**src/psrb_pkg.sv**
```systemverilog
`timescale 1ns / 1ps
package psrb_pkg;

  // default geometry of the strip stores
  localparam int SLOTS_DEF = 8;
  localparam int STRIP_DEF = 32;
  localparam int ROWS_DEF  = 1024;
  localparam int STORE_DEPTH_DEF = SLOTS_DEF * ROWS_DEF * STRIP_DEF;
  localparam int STORE_AW_DEF    = $clog2(STORE_DEPTH_DEF);

  // fixed field widths
  localparam int ROW_W  = 10;
  localparam int COL_W  = 12;
  localparam int CH_W   = 8;
  localparam int PIX_W  = 3 * CH_W;
  localparam int SLOT_W = 3;
  localparam int SEAM_W = 12;
  localparam int FW_W   = 13;

  localparam int IN_TDATA_W  = 64;
  localparam int IN_TUSER_W  = SLOT_W;
  localparam int OUT_TDATA_W = PIX_W;

  localparam logic [FW_W-1:0] FRAME_WIDTH_RST = 13'd1920;

  // ramp divider: quotient bits and bits resolved per pipeline stage
  localparam int QUOT_W    = CH_W;
  localparam int DIV_STEPS = 2;

endpackage

```
**src/psrb_blend.sv**
```systemverilog
`timescale 1ns / 1ps
module psrb_blend #(
  parameter int STRIP = psrb_pkg::STRIP_DEF,
  parameter int SBW   = 1
) (
  input  logic                              clk,
  input  logic                              rst_n,
  input  logic                              en,
  input  logic                              in_vld,
  input  logic [psrb_pkg::PIX_W-1:0]        in_pix,
  input  logic [psrb_pkg::PIX_W-1:0]        in_st,
  input  logic [$clog2(STRIP+1)-1:0]        in_j,
  input  logic [$clog2(STRIP+1)-1:0]        in_seam,
  input  logic                              in_apply,
  input  logic [SBW-1:0]                    in_sb,
  output logic                              out_vld,
  output logic [psrb_pkg::PIX_W-1:0]        out_pix,
  output logic [SBW-1:0]                    out_sb
);
  import psrb_pkg::*;

  localparam int DW  = $clog2(STRIP + 1);
  localparam int NW  = CH_W + DW;
  localparam int NST = QUOT_W / DIV_STEPS;

  logic              vld_r  [NST+1];
  logic [SBW-1:0]    sb_r   [NST+1];
  logic [QUOT_W-1:0] q_r    [NST+1][3];
  logic              byp_r  [NST];
  logic [PIX_W-1:0]  pix_r  [NST];
  logic [DW-1:0]     seam_r [NST];
  logic [NW-1:0]     rem_r  [NST][3];

  logic [NW-1:0]     num_nxt [3];

  // weighted sum p*j + s*(seam-j), never above 255*seam
  always_comb begin
    for (int c = 0; c < 3; c++) begin
      num_nxt[c] = NW'(in_pix[c*CH_W +: CH_W]) * NW'(in_j)
                 + NW'(in_st[c*CH_W +: CH_W]) * NW'(in_seam - in_j);
    end
  end

  always_ff @(posedge clk) begin
    if (!rst_n) begin
      vld_r[0] <= 1'b0;
    end else if (en) begin
      vld_r[0] <= in_vld;
    end
  end

  always_ff @(posedge clk) begin
    if (en) begin
      sb_r[0]   <= in_sb;
      byp_r[0]  <= !in_apply || (in_st == '0);
      pix_r[0]  <= in_pix;
      seam_r[0] <= in_seam;
      for (int c = 0; c < 3; c++) begin
        rem_r[0][c] <= num_nxt[c];
        q_r[0][c]   <= '0;
      end
    end
  end

  // restoring division, DIV_STEPS quotient bits per stage
  for (genvar s = 1; s <= NST; s++) begin : g_div
    logic [NW-1:0]     rem_nxt [3];
    logic [QUOT_W-1:0] q_nxt   [3];

    always_comb begin
      logic [NW-1:0] cmp;
      int            b;
      for (int c = 0; c < 3; c++) begin
        rem_nxt[c] = rem_r[s-1][c];
        q_nxt[c]   = q_r[s-1][c];
        for (int t = 0; t < DIV_STEPS; t++) begin
          b   = QUOT_W - 1 - ((s - 1) * DIV_STEPS + t);
          cmp = NW'(seam_r[s-1]) << b;
          if (rem_nxt[c] >= cmp) begin
            rem_nxt[c]  = rem_nxt[c] - cmp;
            q_nxt[c][b] = 1'b1;
          end
        end
        // black stored pixel or no seam region: input passes
        if (s == NST && byp_r[s-1]) begin
          q_nxt[c] = pix_r[s-1][c*CH_W +: CH_W];
        end
      end
    end

    always_ff @(posedge clk) begin
      if (!rst_n) begin
        vld_r[s] <= 1'b0;
      end else if (en) begin
        vld_r[s] <= vld_r[s-1];
      end
    end

    always_ff @(posedge clk) begin
      if (en) begin
        sb_r[s] <= sb_r[s-1];
        for (int c = 0; c < 3; c++) begin
          q_r[s][c] <= q_nxt[c];
        end
      end
    end

    if (s < NST) begin : g_carry
      always_ff @(posedge clk) begin
        if (en) begin
          byp_r[s]  <= byp_r[s-1];
          pix_r[s]  <= pix_r[s-1];
          seam_r[s] <= seam_r[s-1];
          for (int c = 0; c < 3; c++) begin
            rem_r[s][c] <= rem_nxt[c];
          end
        end
      end
    end
  end

  assign out_vld = vld_r[NST];
  assign out_pix = {q_r[NST][2], q_r[NST][1], q_r[NST][0]};
  assign out_sb  = sb_r[NST];

endmodule

```
**config.mk**
```make
export PLATFORM = sky130hd
export DESIGN_NAME = psrb_blend
export DESIGN_NICKNAME = d
export VERILOG_FILES = /design/src/psrb_pkg.sv /design/src/psrb_blend.sv
export SDC_FILE = /design/constraint.sdc
export NUM_CORES = 1
export LEC_CHECK = 0
export ABC_AREA = 0
export ABC_CLOCK_PERIOD_IN_PS = 15000
export BUFFER_PORTS_ARGS = -buffer_cell sky130_fd_sc_hd__buf_2
export CAP_MARGIN = 20
export CORE_MARGIN = 2
export CORE_UTILIZATION = 50
export DETAILED_ROUTE_END_ITERATION = 12
export PLACE_DENSITY = 0.7
export SLEW_MARGIN = 20
export SYNTH_ARGS = -nofsm -noshare
export SYNTH_HDL_FRONTEND = slang
export SYNTH_SLANG_ARGS = --single-unit
```
**constraint.sdc**
```tcl
create_clock -name clk -period 15 [get_ports clk]
set_input_delay 0 -clock clk [delete_from_list [all_inputs] [get_ports clk]]
set_output_delay 0 -clock clk [all_outputs]
set_load 0.05 [all_outputs]
```
==> flow_summary.toml <==
[run_status]
status = "finished clean"

[setup_path]
crit_top_cell = "fa_1"
crit_fanout = 16
timing.rr.end = "rem_r[1][39]"
required_ns = 15.27
reg2regPathDepth = 19
crit_start = "in_seam[0]"
worstSetupStartpointType = "input port"
crit_path_end = "rem_r[0][41]"
cpPeakStageDelay_ns = 0.54
slowest_stage = "fa_1"
arrival_ns = 7.37
r2r_start = "seam_r[0][1]"
worstSetupPathType = "input port to register"
endpoint_kind = "register"
rrSetupSlack_ns = 9.33

[synth]
synth_edf_count = 361
synth-seq-area-share_pct = 35.07
synth.distinct_cells = 91
syn_area_um2 = 30970
synthCells = 2873
postSynth.asyncResetShare_pct = 0
syn-num-nets = 3511
yosys_most_used_dff = "edfxtp_1"
syn-mean-instance-area_um2 = 10.78
ys_warn_count = 0
ys_ff_latch = 362

[detailed_routing]
num_vias = 21050
drc_errors = 0
drtIter0Drc = 1154
firstDrtPassIters = 6
wl_per_cell_um = 17.21
vias_per_cell = 5.508
drtAntennaViolNets = 0
wirelength_um = 65780

[min_path]
worstHoldPathType = "input port to register"
hold_start = "en"

[floorplanning]
initial_utilization_pct = 50.37
row_count = 91
ios = 92
core_region_area_um2 = 61480
fp.dieArea_um2 = 63950
die_h_um = 252.9
die_w_um = 252.9

[sta]
tns_ns = 0
hold_violations = 0
rsz0062_at_grt = "false"
min_period_over_period_pct = 47.30
slew_violations = 0
maxSlewHeadroom_pct = 30.92
fin_crit_ns = 7.096
setup_viol = 0
tightest_slew_ns = 1.035
finClkSkew_ns = 0.02418
fmax_ghz = 0.1409

[job]
drv_cap = 0

[place]
port_buffers = 91
place_congestion = 0.8709
dp_hpwl_um = 50940

[clock_tree]
numCtsBuffers = 41
path_clk_slew_ns = 0.06
cts_tree = "yes"
cts_setup_buffers = 0
clkSinkCount = 362
clockRootBuffer = "clkbuf_16"
cts_resized = 0
h-tree-depth = 2
clock_latency_ns = 0.56
max-clock-path-buffers = 3
cts_hold_buffers = 34

[global_route]
grt_max_degree = 184
antenna_found_initial = 2
grt_pass1_wl_um = 108900
grt_overflow_total = 0
grt_usage_pct = 21.16
grt_pass1_vias = 21830

[finish]
drive_gt1_share_pct = 8.146
syn_to_final_growth_pct = 9.616
n_antenna_cell = 0
fin_nets = 3637
==> how the worst min path moves through the flow <==
stage	cells after the start	slack (ns)	end
2_1_floorplan	0	0.1	pix_r[0][0]
3_3_place_gp	1	0.18	sb_r[0]
3_5_place_dp	1	0.18	sb_r[0]
4_1_cts	3	0.003	rem_r[0][0]
5_1_grt	1	0.06	sb_r[1]
6_report	1	0.03	sb_r[1]
==> critical path: cells and delay by family <==
family	cells	cell delay, ns
AO/OA/AOI/OAI	7	1.45
AND/OR/NAND/NOR	5	0.91
buffers and inverters	8	1.22
adder cells (fa/ha/maj)	9	3.62
XOR/XNOR	1	0.14
==> final cells by class <==
class,instances,area (um^2)
tap,790,988.4
multi-input combinational,2059,18360
timing repair buffer,136,900.9
clock inverter,25,201.4
fill,5210,27540
clock buffer,51,1136
inverter,399,1503
sequential,362,10860
==> cell families (layout without fill, tap and decap cells) <==
| kind of cell | after synthesis | in the layout | share of synthesized area [%] |
|---|---|---|---|
| multiplexers | 76 | 76 | 2.675 |
| buffers and inverters | 452 | 611 | 5.656 |
| AO/OA/AOI/OAI | 436 | 436 | 8.840 |
| AND/OR/NAND/NOR | 822 | 822 | 13.71 |
| adder cells (fa/ha/maj) | 572 | 572 | 29.73 |
| flip-flops | 362 | 362 | 35.07 |
| XOR/XNOR | 153 | 153 | 4.327 |
==> placed cells by master (no fill, tap or decap), types with 81 or more instances in the layout <==
master	n
nor2b_1	81
buf_2	90
edfxtp_1	361
nor2_1	119
xnor2_1	114
a21oi_1	109
and2_1	140
fa_1	273
ha_1	299
o21ai_0	124
inv_1	395
nand2_1	250
==> synth_stat cells (all sizes together), types with 5 or more instances <==
library cell,number,share of area [%]
nand3,24,0.40
a21oi,110,1.8
nand2b,50,1.0
nand4b,6,0.17
inv,397,4.8
and3,8,0.16
o21ai,134,2.2
a31oi,9,0.20
edfxtp,361,35
o211ai,6,0.15
nand2,251,3.1
o21a,22,0.53
or2,10,0.20
clkbuf,35,0.42
ha,299,12
buf,18,0.38
xnor2,114,3.2
nor2b,81,1.6
and2,141,2.9
o21bai,22,0.53
o311ai,5,0.14
o31ai,17,0.41
mux2i,25,0.81
nand4,23,0.46
nor3,39,0.65
nor3b,5,0.15
xor2,39,1.1
or4,10,0.26
nor4,24,0.48
or3,16,0.32
a21o,43,1.0
nor2,122,1.5
mux2,51,1.9
a21boi,14,0.34
fa,273,18
a211oi,10,0.26
==> per-stage QoR <==
stage | instances | utilization, % | area (um^2) | hold WS (ns) | setup WS [ns]
global placement | 3712 | 52.48 | 32270 | 0.1760 | 7.602
CTS | 3822 | 55.21 | 33950 | 0.003400 | 7.919
finish | 3822 | 55.21 | 33950 | 0.02838 | 7.905
floorplan | 2873 | - | 30970 | 0.09887 | 8.198
detailed placement | 3712 | 52.48 | 32270 | 0.1784 | 7.411
global route | 3822 | 55.21 | 33950 | 0.05799 | 7.475
==> registers in the layout, indices dropped and copies added (netlist names) <==
signal and count:
byp_r 4, vld_r 5, q_r 60, sb_r 5
seam_r 24, rem_r 168, pix_r 96
==> layer usage <==
layer / part of all wire [%] / GRT usage, %
met5: 0.020 / 0
met4: 3.1 / 6.932
met3: 4.0 / 2.323
met2: 49 / 36.57
met1: 44 / 27.85
Power is not shown: default switching activity piles up to over one toggle a cycle in this logic, so the estimate is an artifact.
